===== config.mk =====
export PLATFORM = sky130hd
export DESIGN_NAME = probe_reply_classifier
export DESIGN_NICKNAME = d
export VERILOG_FILES = /design/src/rtl/prc_pkg.sv /design/src/rtl/prc_checker.sv /design/src/rtl/probe_reply_classifier.sv
export VERILOG_INCLUDE_DIRS = /design/src /design/src/rtl
export SDC_FILE = /design/constraint.sdc
export NUM_CORES = 1
export LEC_CHECK = 0
export ABC_AREA = 1
export BUFFER_PORTS_ARGS = -buffer_cell sky130_fd_sc_hd__buf_4
export CAP_MARGIN = 20
export CORE_ASPECT_RATIO = 1.5
export CORE_MARGIN = 5
export CORE_UTILIZATION = 57
export CTS_CLUSTER_DIAMETER = 100
export CTS_CLUSTER_SIZE = 20
export DETAILED_ROUTE_END_ITERATION = 10
export PLACE_DENSITY = 0.75
export SYNTH_ARGS = -nofsm -noshare
export SYNTH_HDL_FRONTEND = slang
export SYNTH_SLANG_ARGS = --single-unit

===== constraint.sdc =====
create_clock -name clk -period 2.3 [get_ports clk]
set_input_delay 0.23 -clock clk [delete_from_list [all_inputs] [get_ports clk]]
set_output_delay 0.23 -clock clk [all_outputs]
set_load 0.02 [all_outputs]

===== src/rtl/assert_macros.svh =====
// Concurrent assertion helpers used by the RTL.
`ifndef ASSERT_MACROS_SVH
`define ASSERT_MACROS_SVH

// Check prop on every rising clock edge outside reset.
`define ASSERT_RST(label, clk, rst_n, prop, msg) \
	label: assert property (@(posedge clk) disable iff (!(rst_n)) (prop)) \
		else $error(msg);

// Check prop on every rising clock edge, reset included.
`define ASSERT_ALWAYS(label, clk, prop, msg) \
	label: assert property (@(posedge clk) (prop)) else $error(msg);

`endif


===== src/rtl/prc_pkg.sv =====
`default_nettype none

package prc_pkg;

	localparam logic [6:0] IP_BASE    = 7'd14;
	localparam logic [6:0] L4_BASE    = 7'd34;
	localparam logic [6:0] QUOTE_BASE = 7'd42;
	localparam logic [6:0] POS_MAX    = 7'd127;

	localparam logic [7:0] MIN_FRAME = 8'd34;
	localparam logic [7:0] MIN_ICMP  = 8'd66;
	localparam logic [7:0] MIN_TCP   = 8'd38;

	localparam logic [3:0] IP_VERSION  = 4'd4;
	localparam logic [3:0] IHL_MAX     = 4'd5;
	localparam logic [7:0] PROTO_ICMP   = 8'd1;
	localparam logic [7:0] PROTO_TCP    = 8'd6;
	localparam logic [7:0] TYPE_UNREACH = 8'd3;

	localparam logic [1:0] VERDICT_NONE     = 2'd0;
	localparam logic [1:0] VERDICT_CONTINUE = 2'd1;
	localparam logic [1:0] VERDICT_DONE     = 2'd2;

	localparam logic KIND_ICMP = 1'b0;
	localparam logic KIND_TCP  = 1'b1;

	localparam logic [2:0] REG_OUR_ADDRESS    = 3'd0;
	localparam logic [2:0] REG_TARGET_ADDRESS = 3'd1;
	localparam logic [2:0] REG_OUR_PORT       = 3'd2;
	localparam logic [2:0] REG_TARGET_PORT    = 3'd3;
	localparam logic [2:0] REG_PROBE_IDENT    = 3'd4;

	typedef struct packed {
		logic [31:0] our_address;
		logic [31:0] target_address;
		logic [15:0] our_port;
		logic [15:0] target_port;
		logic [15:0] probe_ident;
	} prc_cfg_t;

	typedef struct packed {
		logic [1:0]  verdict;
		logic        kind;
		logic [31:0] source;
	} prc_result_t;

	// k = 0 selects the most significant byte
	function automatic logic [7:0] addr_byte(input logic [31:0] addr, input logic [1:0] k);
		logic [7:0] r;
		case (k)
			2'd0:    r = addr[31:24];
			2'd1:    r = addr[23:16];
			2'd2:    r = addr[15:8];
			default: r = addr[7:0];
		endcase
		return r;
	endfunction

endpackage

`default_nettype wire


===== src/rtl/prc_checker.sv =====
`default_nettype none

module prc_checker import prc_pkg::*; (
	input  wire logic        clk,
	input  wire logic        arst_n,
	input  wire logic        step,
	input  wire logic [7:0]  frame_byte,
	input  wire logic        last_byte,
	input  wire prc_cfg_t    cfg,
	output prc_result_t      result
);

	logic [6:0]  pos_q;
	logic [7:0]  protocol_q;
	logic [31:0] source_q;
	logic        header_ok_q;
	logic        icmp_ok_q;
	logic        tcp_ok_q;
	logic        unreach_q;
	logic [15:0] shift_q;

	logic [15:0] shift_u;
	logic [7:0]  protocol_u;
	logic [31:0] source_u;
	logic        header_ok_u;
	logic        icmp_ok_u;
	logic        tcp_ok_u;
	logic        unreach_u;
	logic [1:0]  k;
	logic [7:0]  len;

	assign shift_u = {shift_q[7:0], frame_byte};
	assign k       = pos_q[1:0] + 2'd2;
	assign len     = {1'b0, pos_q} + 8'd1;

	always_comb begin
		protocol_u  = protocol_q;
		source_u    = source_q;
		header_ok_u = header_ok_q;
		icmp_ok_u   = icmp_ok_q;
		tcp_ok_u    = tcp_ok_q;
		unreach_u   = unreach_q;
		if (pos_q == IP_BASE) begin
			if (frame_byte[7:4] != IP_VERSION || frame_byte[3:0] > IHL_MAX)
				header_ok_u = 1'b0;
		end else if (pos_q == IP_BASE + 7'd9) begin
			protocol_u = frame_byte;
		end else if (pos_q >= IP_BASE + 7'd12 && pos_q <= IP_BASE + 7'd15) begin
			source_u = {source_q[23:0], frame_byte};
			if (frame_byte != addr_byte(cfg.target_address, k))
				tcp_ok_u = 1'b0;
		end else if (pos_q >= IP_BASE + 7'd16 && pos_q <= IP_BASE + 7'd19) begin
			if (frame_byte != addr_byte(cfg.our_address, k))
				header_ok_u = 1'b0;
		end else if (pos_q == L4_BASE) begin
			unreach_u = (frame_byte == TYPE_UNREACH);
		end else if (pos_q == L4_BASE + 7'd1) begin
			if (shift_u != cfg.target_port)
				tcp_ok_u = 1'b0;
		end else if (pos_q == L4_BASE + 7'd3) begin
			if (shift_u != cfg.our_port)
				tcp_ok_u = 1'b0;
		end else if (pos_q == QUOTE_BASE + 7'd5) begin
			if (shift_u != cfg.probe_ident)
				icmp_ok_u = 1'b0;
		end else if (pos_q == QUOTE_BASE + 7'd9) begin
			if (frame_byte != PROTO_TCP)
				icmp_ok_u = 1'b0;
		end else if (pos_q >= QUOTE_BASE + 7'd12 && pos_q <= QUOTE_BASE + 7'd15) begin
			if (frame_byte != addr_byte(cfg.our_address, k))
				icmp_ok_u = 1'b0;
		end else if (pos_q == QUOTE_BASE + 7'd21) begin
			if (shift_u != cfg.our_port)
				icmp_ok_u = 1'b0;
		end else if (pos_q == QUOTE_BASE + 7'd23) begin
			if (shift_u != cfg.target_port)
				icmp_ok_u = 1'b0;
		end
	end

	always_comb begin
		result.verdict = VERDICT_NONE;
		result.kind    = KIND_ICMP;
		result.source  = source_u;
		if (header_ok_u && len >= MIN_FRAME) begin
			if (protocol_u == PROTO_ICMP) begin
				if (len >= MIN_ICMP && icmp_ok_u)
					result.verdict = unreach_u ? VERDICT_DONE : VERDICT_CONTINUE;
			end else if (protocol_u == PROTO_TCP) begin
				if (len >= MIN_TCP && tcp_ok_u) begin
					result.verdict = VERDICT_DONE;
					result.kind    = KIND_TCP;
				end
			end
		end
	end

	always_ff @(posedge clk or negedge arst_n) begin
		if (!arst_n) begin
			pos_q       <= '0;
			protocol_q  <= '0;
			source_q    <= '0;
			header_ok_q <= 1'b1;
			icmp_ok_q   <= 1'b1;
			tcp_ok_q    <= 1'b1;
			unreach_q   <= 1'b0;
			shift_q     <= '0;
		end else if (step) begin
			if (last_byte) begin
				pos_q       <= '0;
				protocol_q  <= '0;
				source_q    <= '0;
				header_ok_q <= 1'b1;
				icmp_ok_q   <= 1'b1;
				tcp_ok_q    <= 1'b1;
				unreach_q   <= 1'b0;
				shift_q     <= '0;
			end else begin
				if (pos_q < POS_MAX)
					pos_q <= pos_q + 7'd1;
				protocol_q  <= protocol_u;
				source_q    <= source_u;
				header_ok_q <= header_ok_u;
				icmp_ok_q   <= icmp_ok_u;
				tcp_ok_q    <= tcp_ok_u;
				unreach_q   <= unreach_u;
				shift_q     <= shift_u;
			end
		end
	end

endmodule

`default_nettype wire


===== src/rtl/probe_reply_classifier.sv =====
`default_nettype none
`include "assert_macros.svh"

// Probe reply classifier: takes a captured Ethernet frame one byte per item and,
// on the item marked last_byte, delivers one verdict saying whether the frame
// answers our outstanding TCP SYN probe (an ICMP quote of it or a TCP reply from
// the target), along with the reply type and the outer IPv4 source address.
// Bytes are taken at one per cycle: each byte passes an input register, is
// compared against the field at its fixed offset, and the verdict lands in an
// output register, so a frame byte enters every cycle unless a verdict is still
// waiting to be taken and the next last byte needs the output register.
// The verdict is presented from the output register, which is loaded when its last byte leaves the input register.
// Configuration registers are to be written by the user through the cfg port
// only while no frame is in flight; the block itself does not enforce this.

module probe_reply_classifier import prc_pkg::*; (
	input  wire logic        clk,
	input  wire logic        arst_n,
	input  wire logic        cfg_write_en,
	input  wire logic [2:0]  cfg_index,
	input  wire logic [31:0] cfg_data,
	input  wire logic        in_valid,
	output logic             in_ready,
	input  wire logic [7:0]  frame_byte,
	input  wire logic        last_byte,
	output logic             out_valid,
	input  wire logic        out_ready,
	output logic [1:0]       verdict,
	output logic             reply_kind,
	output logic [31:0]      reply_source
);

	prc_cfg_t    cfg_q;
	logic        valid_s1;
	logic [7:0]  byte_s1;
	logic        last_s1;
	logic        fire_s1;
	logic        out_valid_q;
	prc_result_t result;

	always_ff @(posedge clk or negedge arst_n) begin
		if (!arst_n) begin
			cfg_q <= '0;
		end else if (cfg_write_en) begin
			unique case (cfg_index)
				REG_OUR_ADDRESS:    cfg_q.our_address    <= cfg_data;
				REG_TARGET_ADDRESS: cfg_q.target_address <= cfg_data;
				REG_OUR_PORT:       cfg_q.our_port       <= cfg_data[15:0];
				REG_TARGET_PORT:    cfg_q.target_port    <= cfg_data[15:0];
				REG_PROBE_IDENT:    cfg_q.probe_ident    <= cfg_data[15:0];
				default:            ;
			endcase
		end
	end

	assign fire_s1  = valid_s1 && (!last_s1 || !out_valid_q || out_ready);
	assign in_ready = !valid_s1 || fire_s1;

	always_ff @(posedge clk or negedge arst_n) begin
		if (!arst_n) begin
			valid_s1 <= 1'b0;
		end else if (in_ready) begin
			valid_s1 <= in_valid;
		end
	end

	always_ff @(posedge clk) begin
		if (in_valid && in_ready) begin
			byte_s1 <= frame_byte;
			last_s1 <= last_byte;
		end
	end

	prc_checker u_checker (
		.clk        (clk),
		.arst_n     (arst_n),
		.step       (fire_s1),
		.frame_byte (byte_s1),
		.last_byte  (last_s1),
		.cfg        (cfg_q),
		.result     (result)
	);

	always_ff @(posedge clk or negedge arst_n) begin
		if (!arst_n) begin
			out_valid_q <= 1'b0;
		end else if (fire_s1 && last_s1) begin
			out_valid_q <= 1'b1;
		end else if (out_ready) begin
			out_valid_q <= 1'b0;
		end
	end

	always_ff @(posedge clk) begin
		if (fire_s1 && last_s1) begin
			verdict      <= result.verdict;
			reply_kind   <= result.kind;
			reply_source <= result.source;
		end
	end

	assign out_valid = out_valid_q;

	`ASSERT_RST(a_verdict_code, clk, arst_n, out_valid_q |-> verdict <= VERDICT_DONE,
		"bad verdict code")
	`ASSERT_RST(a_tcp_done, clk, arst_n,
		(out_valid_q && reply_kind == KIND_TCP) |-> verdict == VERDICT_DONE, "TCP reply not done")
	`ASSERT_RST(a_stall_cause, clk, arst_n,
		!in_ready |-> (valid_s1 && last_s1 && out_valid_q && !out_ready),
		"input stalled without cause")
	`ASSERT_RST(a_result_load, clk, arst_n, (fire_s1 && last_s1) |=> out_valid_q, "verdict lost")

endmodule

`default_nettype wire


### Yosys cells after proc, flatten, opt, wreduce, memory -nomap -nowiden

Index checks and enable logic that the tools add are counted.

| operators by class | value |
|---|---|
| add/subtract/negate cells | 3 |
| $mul | 0 |
| divide/modulo/power cells | 0 |
| $lt $le $gt $ge | 11 |
| equality and inequality tests | 26 |
| shift-type cells | 0 |
| multiplexer cells | 78 |
| bitwise gates (word level) | 2 |
| reductions and logical operators | 27 |

Operators with widths:

| kind | number |
|---|---|
| $mux W8 | 21 |
| $mux W32 | 4 |
| $ne A16 B16 Y1 | 3 |
| $pmux W8 S3 | 2 |
| $mux W1 | 44 |
| $eq A7 B6 Y1 const B | 6 |
| $ne A8 B8 Y1 | 3 |
| $ge A8 B6 Y1 const B | 2 |
| $ge A7 B5 Y1 const B | 2 |
| $le A7 B6 Y1 const B | 2 |
| $mux W7 | 2 |
| $reduce_and A2 Y1 | 6 |
| $logic_and A1 B1 Y1 | 9 |
| $add A7 B1 Y8 const B | 1 |
| $eq A8 B1 Y1 const B | 1 |
| $eq A8 B2 Y1 const B | 1 |
| $eq A8 B3 Y1 const B | 1 |
| $ge A8 B7 Y1 const B | 1 |
| $ne A8 B3 Y1 const B | 1 |
| $add A7 B1 Y7 const B | 1 |
| $eq A7 B4 Y1 const B | 1 |
| $eq A7 B5 Y1 const B | 1 |
| $eq A7 B7 Y1 const B | 1 |
| $ge A7 B6 Y1 const B | 1 |
| other kinds (19) | 30 |

| word-level totals | value |
|---|---|
| register bits | 217 |
| bits in latches | 0 |
| RAM bits | 0 |
| bits in read-only memories | 0 |
| input port bits | 49 |
| memories kept | 0 |

### Depth between registers and ports, before layout

Gate-level depths: netlist of the first run.

| logic depth | value |
|---|---|
| depth after elaboration | 28 |
| gate-level depth with buffers | 19 |
| mapped depth without buffers | 18 |

### Hierarchy

Synthesis of the first run repeated with hierarchy kept, for this count alone.

| unflattened totals | value |
|---|---|
| cell total of the unflattened synthesis | 1,321 |
| area total of the unflattened synthesis | 10,831.6 um2 |

By module, submodules not included:

| module | instances | cells an instance | area each (um2) |
|---|---|---|---|
| probe_reply_classifier | 1 | 536 | 5,905.7 |
| prc_checker | 1 | 785 | 4,926.0 |

### Worst setup path before layout of the first run

OpenSTA, ideal clock, no wires.

| timing path | value |
|---|---|
| path type | register -> register |
| from | register out_valid_q, in the netlist out_valid |
| to | register reply_kind (enable) |
| data arrival time | 1.739 ns |
| required time | 1.910 ns |
| slack | 0.171 ns |
| cell stages (with the launch flop) | 6 |
| buffers on the path | 0 |
| clock period less this slack | 2.129 ns |
| cell sequence | dfrtp_1 > inv_1 > nor2_1 > a21oi_1 > nand2_1 > inv_1 |

| between the ends | value |
|---|---|
| cells in the longest elaborated chain, start to end | 5 |

RTL lines:

| what | line | RTL |
|---|---|---|
| start: declaration | probe_reply_classifier.sv:38 | `logic out_valid_q;` |
| start signal: assignment | probe_reply_classifier.sv:86 | `out_valid_q <= 1'b0;` |
| start signal: assignment | probe_reply_classifier.sv:88 | `out_valid_q <= 1'b1;` |
| start signal: assignment | probe_reply_classifier.sv:90 | `out_valid_q <= 1'b0;` |
| $logic_not A1 Y1 | probe_reply_classifier.sv:56 | `assign fire_s1 = valid_s1 && (!last_s1 \|\| !out_valid_q \|\| out_ready);` |
| $logic_or A1 B1 Y1 (2 in series) | probe_reply_classifier.sv:56 |  |
| $logic_and A1 B1 Y1 | probe_reply_classifier.sv:56 |  |
| $logic_and A1 B1 Y1 | probe_reply_classifier.sv:95 | `if (fire_s1 && last_s1) begin` |
| end signal: assignment | probe_reply_classifier.sv:97 | `reply_kind <= result.kind;` |
| end: declaration | probe_reply_classifier.sv:29 | `output logic reply_kind,` |

Every way passes these cells.
A chain may end at the register's enable or synchronous reset.

### Worst setup path after layout of the first run

| timing path | value |
|---|---|
| from | register u_checker.pos_q[0] |
| to | register verdict[1] (data pin) |

| between the ends | value |
|---|---|
| cells in the longest elaborated chain, start to end | 28 |
| elaborated cells on any way between the ends | 91 |
| those cells by class | add/sub: 2; order compare: 9; eq/ne: 16; mux: 57; reduce/logical: 7 |

RTL lines:

| what | line | RTL |
|---|---|---|
| start: declaration | prc_checker.sv:13 | `logic [6:0] pos_q;` |
| start signal: assignment | prc_checker.sv:120 | `pos_q <= pos_q + 7'd1;` |
| $add A2 B2 Y2 | prc_checker.sv:33 | `assign k = pos_q[1:0] + 2'd2;` |
| $eq A2 B2 Y1, or another cell as far along | prc_pkg.sv:50 | `case (k)` |
| $pmux W8 S3 | prc_pkg.sv:50 |  |
| $mux W8 | prc_checker.sv:69 | `end else if (pos_q >= QUOTE_BASE + 7'd12 && pos_q <= QUOTE_BASE + 7'd15) begin` |
| $mux W8 | prc_checker.sv:66 | `end else if (pos_q == QUOTE_BASE + 7'd9) begin` |
| $mux W8 | prc_checker.sv:63 | `end else if (pos_q == QUOTE_BASE + 7'd5) begin` |
| $mux W8 | prc_checker.sv:60 | `end else if (pos_q == L4_BASE + 7'd3) begin` |
| $mux W8 | prc_checker.sv:57 | `end else if (pos_q == L4_BASE + 7'd1) begin` |
| [12 not listed] | -- |  |
| $mux W1 | prc_checker.sv:55 | `end else if (pos_q == L4_BASE) begin` |
| $mux W1 | prc_checker.sv:52 | `end else if (pos_q >= IP_BASE + 7'd16 && pos_q <= IP_BASE + 7'd19) begin` |
| $mux W1 | prc_checker.sv:48 | `end else if (pos_q >= IP_BASE + 7'd12 && pos_q <= IP_BASE + 7'd15) begin` |
| $mux W1 | prc_checker.sv:46 | `end else if (pos_q == IP_BASE + 7'd9) begin` |
| $mux W1 | prc_checker.sv:43 | `if (pos_q == IP_BASE) begin` |
| $logic_and A1 B1 Y1 | prc_checker.sv:87 | `if (len >= MIN_ICMP && icmp_ok_u)` |
| $mux W2 | prc_checker.sv:87 |  |
| $mux W2 | prc_checker.sv:86 | `if (protocol_u == PROTO_ICMP) begin` |
| end signal: assignment | probe_reply_classifier.sv:96 | `verdict <= result.verdict;` |
| end: declaration | probe_reply_classifier.sv:28 | `output logic [1:0] verdict,` |

Parallel ways exist; a longest one is shown, timed or not. The select of a mux whose other input is x is not followed.

==> impl_metrics.json, run 1 <==
{
  "crit_path_start": "u_checker.pos_q[0]$_DFFE_PN0P_",
  "dr_total_vias": 8625,
  "track_usage_pct": 25.8,
  "drive_gt1_share_pct": 15.5,
  "first_pass_iters": 5,
  "slew_headroom_pct": 61.4,
  "tns_ns": 0,
  "grt_antenna_before_repair": 0,
  "critical-path-max-stage-delay_ns": 0.50,
  "synth_edf_count": 44,
  "die_area_um2": 21000,
  "drv_slew": 0,
  "place_inst": 1536,
  "coreArea_um2": 17900,
  "placed_area_um2": 11400,
  "cts.clk_slew.worst_paths_ns": 0.10,
  "power_mw": 9.23,
  "nNetsFinal": 1410,
  "gr-total-overflow": 0,
  "holdCritStartpoint": "cfg_data[31]",
  "worst-slew-pin-transition_ns": 0.579,
  "max_freq_ghz": 0.442,
  "drt-initial-drc-count": 712,
  "routed_wl_um": 27200,
  "area_growth_pct": 18.2,
  "critical_path.max_fanout": 17,
  "antenna_left": 0,
  "path_buf_inv": 1,
  "syn-num-nets": 1308,
  "ys_ff_latch": 217,
  "setup_viol": 0,
  "wl_per_cell_um": 17.2,
  "maxCapViolations": 0,
  "worstPathArrival_ns": 2.59,
  "cts_buffer_depth": 3,
  "synth_largest_area_cell": "dfrtp_1",
  "ys_warn_count": 0,
  "grt_start_max_net_pins": 65,
  "rsz0062_at_grt": "true",
  "gp_congestion": 0.900,
  "timing.rr.start": "u_checker.pos_q[0]$_DFFE_PN0P_",
  "dpl_worst_slack_ns": 0.0312,
  "vias_per_cell": 5.46,
  "peakVddDrop_mv": 0.727,
  "synth_cell_type_count": 40,
  "h-tree-depth": 1,
  "synth_top_area_share_pct": 41.1,
  "final_util_pct": 68.2,
  "die_x_um": 120,
  "cpLargestDelayFamily": "simple AND/OR/NAND/NOR gates",
  "worst_slack_ns": 0.0367,
  "crit_path_frequent_cell": "o21ai_1",
  "die_h_um": 175,
  "n_antenna_cell": 0,
  "fin_crit_sh_pct": 98.4,
  "cts_buffers": 14,
  "cts_tree": "built",
  "ys.flop_type": "dfrtp_1",
  "end_kind": "register",
  "path_cells": "ha_4 -> inv_2 -> nor2_4 -> nand3_4 -> o21ai_1 -> nand4_1 -> nor3_2 -> nand3_2 -> o21ai_1",
  "p_leak_nw": 6.38,
  "drcViolationCount": 0,
  "min_period_ns": 2.26,
  "cts_sinks": 217,
  "grt_pass1_vias": 8385,
  "io_buffers": 85,
  "whs_ns": 0.0250,
  "grt_pass1_wl_um": 43400,
  "finalHoldViolCount": 0,
  "holdCritPathClass": "in2reg",
  "cts-root-buf": "clkbuf_16",
  "fin_skew_ns": 0.0156,
  "hpwl_um": 19100,
  "core.rowCount": 60,
  "finalNonFillerCells": 1579,
  "p_per_area_nw_per_um2": 755,
  "syn-cell-area_um2": 10300,
  "yosysSeqAreaShare_pct": 54.6,
  "crit_type": "reg2reg",
  "netlist_instances": 1254,
  "start_kind": "register",
  "ios": 86,
  "fillCellCount": 1483,
  "async_flop_share_pct": 79.7,
  "design_area_um2": 12200,
  "synth.area.top_cells": "dfrtp_1 (41%), nand2_1 (14%), edfxtp_1 (13%), o21ai_0 (7.5%), inv_1 (6.3%)",
  "start_util_pct": 57.7,
  "outcome": "finished, final reports clean",
  "avgSynthCellArea_um2": 8.25,
  "clkLatencyLatePin_ns": 0.48,
  "cp.required_ns": 2.63,
  "slowest_stage": "dfrtp_2"
}
## cells by family after synthesis
logic type | Yosys count | synth area share [%]
AO/OA/AOI/OAI | 255 | 13.4
AND/OR/NAND/NOR | 513 | 20.2
adder cells (fa/ha/maj) | 5 | 0.605
XOR/XNOR | 25 | 2.19
flip-flops | 217 | 54.6
buffers and inverters | 239 | 9.02
## layer usage
metal	vias to the layer above	GRT usage (%)	wire, um
met2	274	46.7	14200
met3	78	2.75	1350
met1	4052	31.0	10300
li1	4221	-	-
met5	-	0	0
met4	0	10.9	1300
## power by group
part | switching, mW | internal, mW
logic | 1.17 | 0.850
registers | 0.356 | 4.36
clock network | 1.28 | 1.21
total | 2.81 | 6.42
## cells in the mapped netlist (2+ instances only)
cell	number
clkbuf_1	35
a21oi_1	12
o21ai_0	155
edfxtp_1	44
dfrtp_1	170
inv_1	174
nor3_1	11
ha_1	5
nand4_1	6
inv_2	8
nand3_1	41
o21ai_1	17
nand2_1	379
o22ai_1	58
nor4_1	4
dfstp_2	3
xnor2_1	3
nor2_1	53
o211ai_1	5
o21a_1	2
nor2_4	2
xor2_1	21
or2_2	6
buf_2	19
nor2_2	4
a41oi_1	2
nand2_2	2
## state kept, by name, indices dropped and copies added, names as in the netlist
name                   count
valid_s1                   1
u_checker.tcp_ok_q         1
u_checker.source_q        32
u_checker.shift_q          8
byte_s1                    8
u_checker.header_ok_q      1
reply_kind                 1
u_checker.unreach_q        1
u_checker.icmp_ok_q        1
u_checker.protocol_q       8
reply_source              32
cfg_q                    112
last_s1                    1
u_checker.pos_q            7
out_valid                  1
verdict                    2
## worst min-delay path, stage by stage
cell and delay (ns):
buf_4 0.10, inv_1 0.05, o21ai_0 0.08
## cell type report
cell class	instances	area, um^2	area share (%)
Timing Repair Buffer	143	1270	10.4
Multi-Input combinational cell	798	3930	32.1
Tap cell	217	272	2.22
Clock inverter	1	5.00	0.0409
Sequential cell	217	5660	46.3
Inverter	182	693	5.67
Clock buffer	21	398	3.25
## path summary, 6_finish.rpt
kind                       depth (start not counted)  slack [ns]                             end
hold reg to reg                                    2        0.49           cfg_q[95]$_DFFE_PN0P_
max in group asynchronous                          3        1.31           cfg_q[73]$_DFFE_PN0P_
min in group asynchronous                          2        0.28  u_checker.pos_q[3]$_DFFE_PN0P_
setup reg to reg                                   9        0.04        verdict[1]$_SDFFCE_PN0P_
setup / recovery                                   9        0.04        verdict[1]$_SDFFCE_PN0P_
hold / removal                                     3        0.03           cfg_q[79]$_DFFE_PN0P_
## cells in the final DEF, fill, tap and decap left out, types with 4 or more instances in the layout
cell and n:
nand2_1 368, inv_1 172, dfrtp_1 168, o21ai_0 153, buf_4 116, o22ai_1 57
nor2_1 53, edfxtp_1 44, nand3_1 33, xor2_1 21, clkbuf_16 18, o21ai_1 16
nand2_2 13, dlygate4sd3_1 12, nor3_1 10, nand3_2 9, a21oi_1 8, buf_12 8
inv_2 7, or2_2 6, nand4_1 6, clkbuf_1 6, o211ai_1 5, nor4_1 4
ha_4 4
## what timing repair did
action	in CTS	in global routing
buffers inserted	0	6
hold buffers	12	0
resized for setup	1	46
gates cloned	0	3
hold endpoints to repair	58	0
endpoints found under the setup margin	1	9
pin swaps	0	27
Note: power is estimated with default switching activity, not from simulation.
==> inputs of run 2 (changes only) <==
CORE_UTILIZATION = 60   (was 57)
PLACE_DENSITY = 0.78   (was 0.75)
==> impl_metrics.json, run 2 (synthesized netlist as in run 1, its figures left out) <==
{
  "whs_ns": 0.0205,
  "p_per_area_nw_per_um2": 751,
  "start_kind": "register",
  "grt_pass1_wl_um": 41900,
  "die_area_um2": 20000,
  "cts_buffers": 14,
  "core.rowCount": 58,
  "path_cells": "inv_2 -> buf_6 -> ha_1 -> inv_1 -> a41oi_1 -> nand2_2 -> buf_12 -> o21ai_0 -> inv_1",
  "largestRegisters": "cfg_q: 112 flops, reply_source: 32 flops, u_checker.source_q: 32 flops",
  "dr_wl_met2_um": 13900,
  "track_usage_pct": 26.8,
  "max_freq_ghz": 0.449,
  "layout_common_cells": "nand2_1 (369), inv_1 (172), dfrtp_1 (168)",
  "drcViolationCount": 0,
  "slew_headroom_pct": 63.2,
  "dr_total_vias": 8681,
  "cts_sinks": 217,
  "peakVddDrop_mv": 0.686,
  "cts.clk_slew.worst_paths_ns": 0.08,
  "swShare_pct": 30.0,
  "routed_wl_um": 26500,
  "cts_tree": "built",
  "wl_per_cell_um": 16.9,
  "largest-register": "cfg_q",
  "vias_per_cell": 5.52,
  "final_util_pct": 72.0,
  "die_h_um": 171,
  "gp_congestion": 0.958,
  "drv_slew": 0,
  "crit_path_frequent_cell": "inv_1",
  "min_period_ns": 2.23,
  "finalHoldViolCount": 0,
  "ios": 86,
  "critical-path-max-stage-delay_ns": 0.47,
  "start_util_pct": 61.5,
  "grt_pass1_vias": 8317,
  "grt_start_max_net_pins": 65,
  "gr-total-overflow": 0,
  "area_growth_pct": 17.2,
  "grt_antenna_before_repair": 1,
  "setup_viol": 0,
  "first_pass_iters": 5,
  "outcome": "finished, final reports clean",
  "cp.required_ns": 2.52,
  "hpwl_um": 19100,
  "maxCapViolations": 0,
  "final_common_cell": "nand2_1",
  "p_int_mw": 6.37,
  "combPwrFrac_pct": 21.3,
  "p_sw_mw": 2.73,
  "cts-root-buf": "clkbuf_16",
  "h-tree-depth": 1,
  "crit_type": "reg2reg",
  "die_x_um": 117,
  "pwr-share-seq_pct": 51.8,
  "worst-slew-pin-transition_ns": 0.552,
  "rsz0062_at_grt": "true",
  "met3_length_um": 1440,
  "fin_skew_ns": 0.00740,
  "antenna_left": 0,
  "met1Wirelength_um": 9880,
  "fillCellCount": 1363,
  "slowest_stage": "dfrtp_2",
  "io_buffers": 85,
  "clkPwrFrac_pct": 26.9,
  "coreArea_um2": 16800,
  "cts_buffer_depth": 3,
  "largest_reg_flops": 112,
  "drt-initial-drc-count": 714,
  "clkLatencyLatePin_ns": 0.48,
  "nNetsFinal": 1412,
  "fin_crit_sh_pct": 96.9,
  "end_kind": "register",
  "p_leak_nw": 6.36,
  "holdCritPathClass": "in2reg",
  "critical_path.max_fanout": 53,
  "worstPathArrival_ns": 2.45,
  "drive_gt1_share_pct": 14.7,
  "n_antenna_cell": 0,
  "top_layer": "met5"
}
==> run 2: changes by cell type in the layout (fill, tap and decap cells not counted), moves of 2 or more <==
cell / before / now
buf_4: 116 / 121
a21oi_1: 8 / 10
o21ai_0: 153 / 155
nand3_2: 9 / 6
nand2_2: 13 / 11
o21ai_2: 3 / 0
buf_12: 8 / 6
nand3_1: 33 / 36
a21oi_2: 3 / 1
==> run 2: area by class of cell <==
cell class / count / area (um^2) / share of cell area, %
flip-flops and latches: 217 / 5660 / 46.7
multi-input cells: 798 / 3870 / 32.0
repair buffers: 145 / 1240 / 10.3
inverters: 182 / 688 / 5.68
clock buffers: 20 / 394 / 3.25
well taps: 210 / 263 / 2.17
clock inverters: 1 / 5.00 / 0.0413
==> run 2: final timing paths <==
| kind | startpoint | endpoint | slack (ns) | cells after the start |
|---|---|---|---|---|
| min | cfg_data[25] | cfg_q[105]$_DFFE_PN0P_ | 0.02 | 3 |
| max reg2reg | u_checker.pos_q[1]$_DFFE_PN0P_ | reply_source[7]$_DFFE_PP_ | 0.07 | 9 |
| max | u_checker.pos_q[1]$_DFFE_PN0P_ | reply_source[7]$_DFFE_PP_ | 0.07 | 9 |
| max in group asynchronous | arst_n | cfg_q[35]$_DFFE_PN0P_ | 1.38 | 3 |
| min in group asynchronous | arst_n | u_checker.source_q[31]$_DFFE_PN0P_ | 0.24 | 2 |
| min reg2reg | cfg_q[93]$_DFFE_PN0P_ | cfg_q[93]$_DFFE_PN0P_ | 0.49 | 2 |
==> run 2: worst max-delay path: cells and delay by family, from the launching register on <==
kind                     cells  cell delay, ns
AO/OA/AOI/OAI                2            0.57
adder cells (fa/ha/maj)      1            0.19
buffers and inverters        5            0.61
flip-flops                   1            0.47
AND/OR/NAND/NOR              1            0.12
==> run 2: routing by layer <==
metal	track usage, %	vias to the layer above
met5	0	-
met4	12.0	2
met3	2.80	81
met2	47.5	323
met1	32.4	4051
li1	-	4224
==> run 2: metrics by stage <==
step / instance area [um^2] / setup TNS, ns / setup WS [ns] / power, mW / std cells
global placement: 11400 / 0 / 0.101 / 6.48 / 1533
CTS: 11900 / 0 / 0.0344 / 8.96 / 1566
finish: 12100 / 0 / 0.0706 / 9.11 / 1573
detailed placement: 11400 / 0 / 0.0471 / 6.53 / 1533
global route: 12100 / -0.336 / -0.0934 / 9.57 / 1573
floorplan: 10300 / 0 / 0.171 / 5.84 / 1254
==> run 2: power groups by stage <==
stage / Clock [mW] / Combinational (mW) / Sequential, mW
4_1_cts: 2.47 / 1.78 / 4.71
6_report: 2.45 / 1.94 / 4.72
5_1_grt: 2.62 / 2.18 / 4.77
2_1_floorplan: 0 / 1.15 / 4.69
3_3_place_gp: 0 / 1.71 / 4.77
3_5_place_dp: 0 / 1.75 / 4.78
==> run 2: repair_timing <==
action                                  4_1_cts  5_1_grt
resized for setup                             0       32
hold endpoints to repair                     51        0
endpoints found under the setup margin        0       16
hold buffers                                 12        0
buffers inserted                              0        5
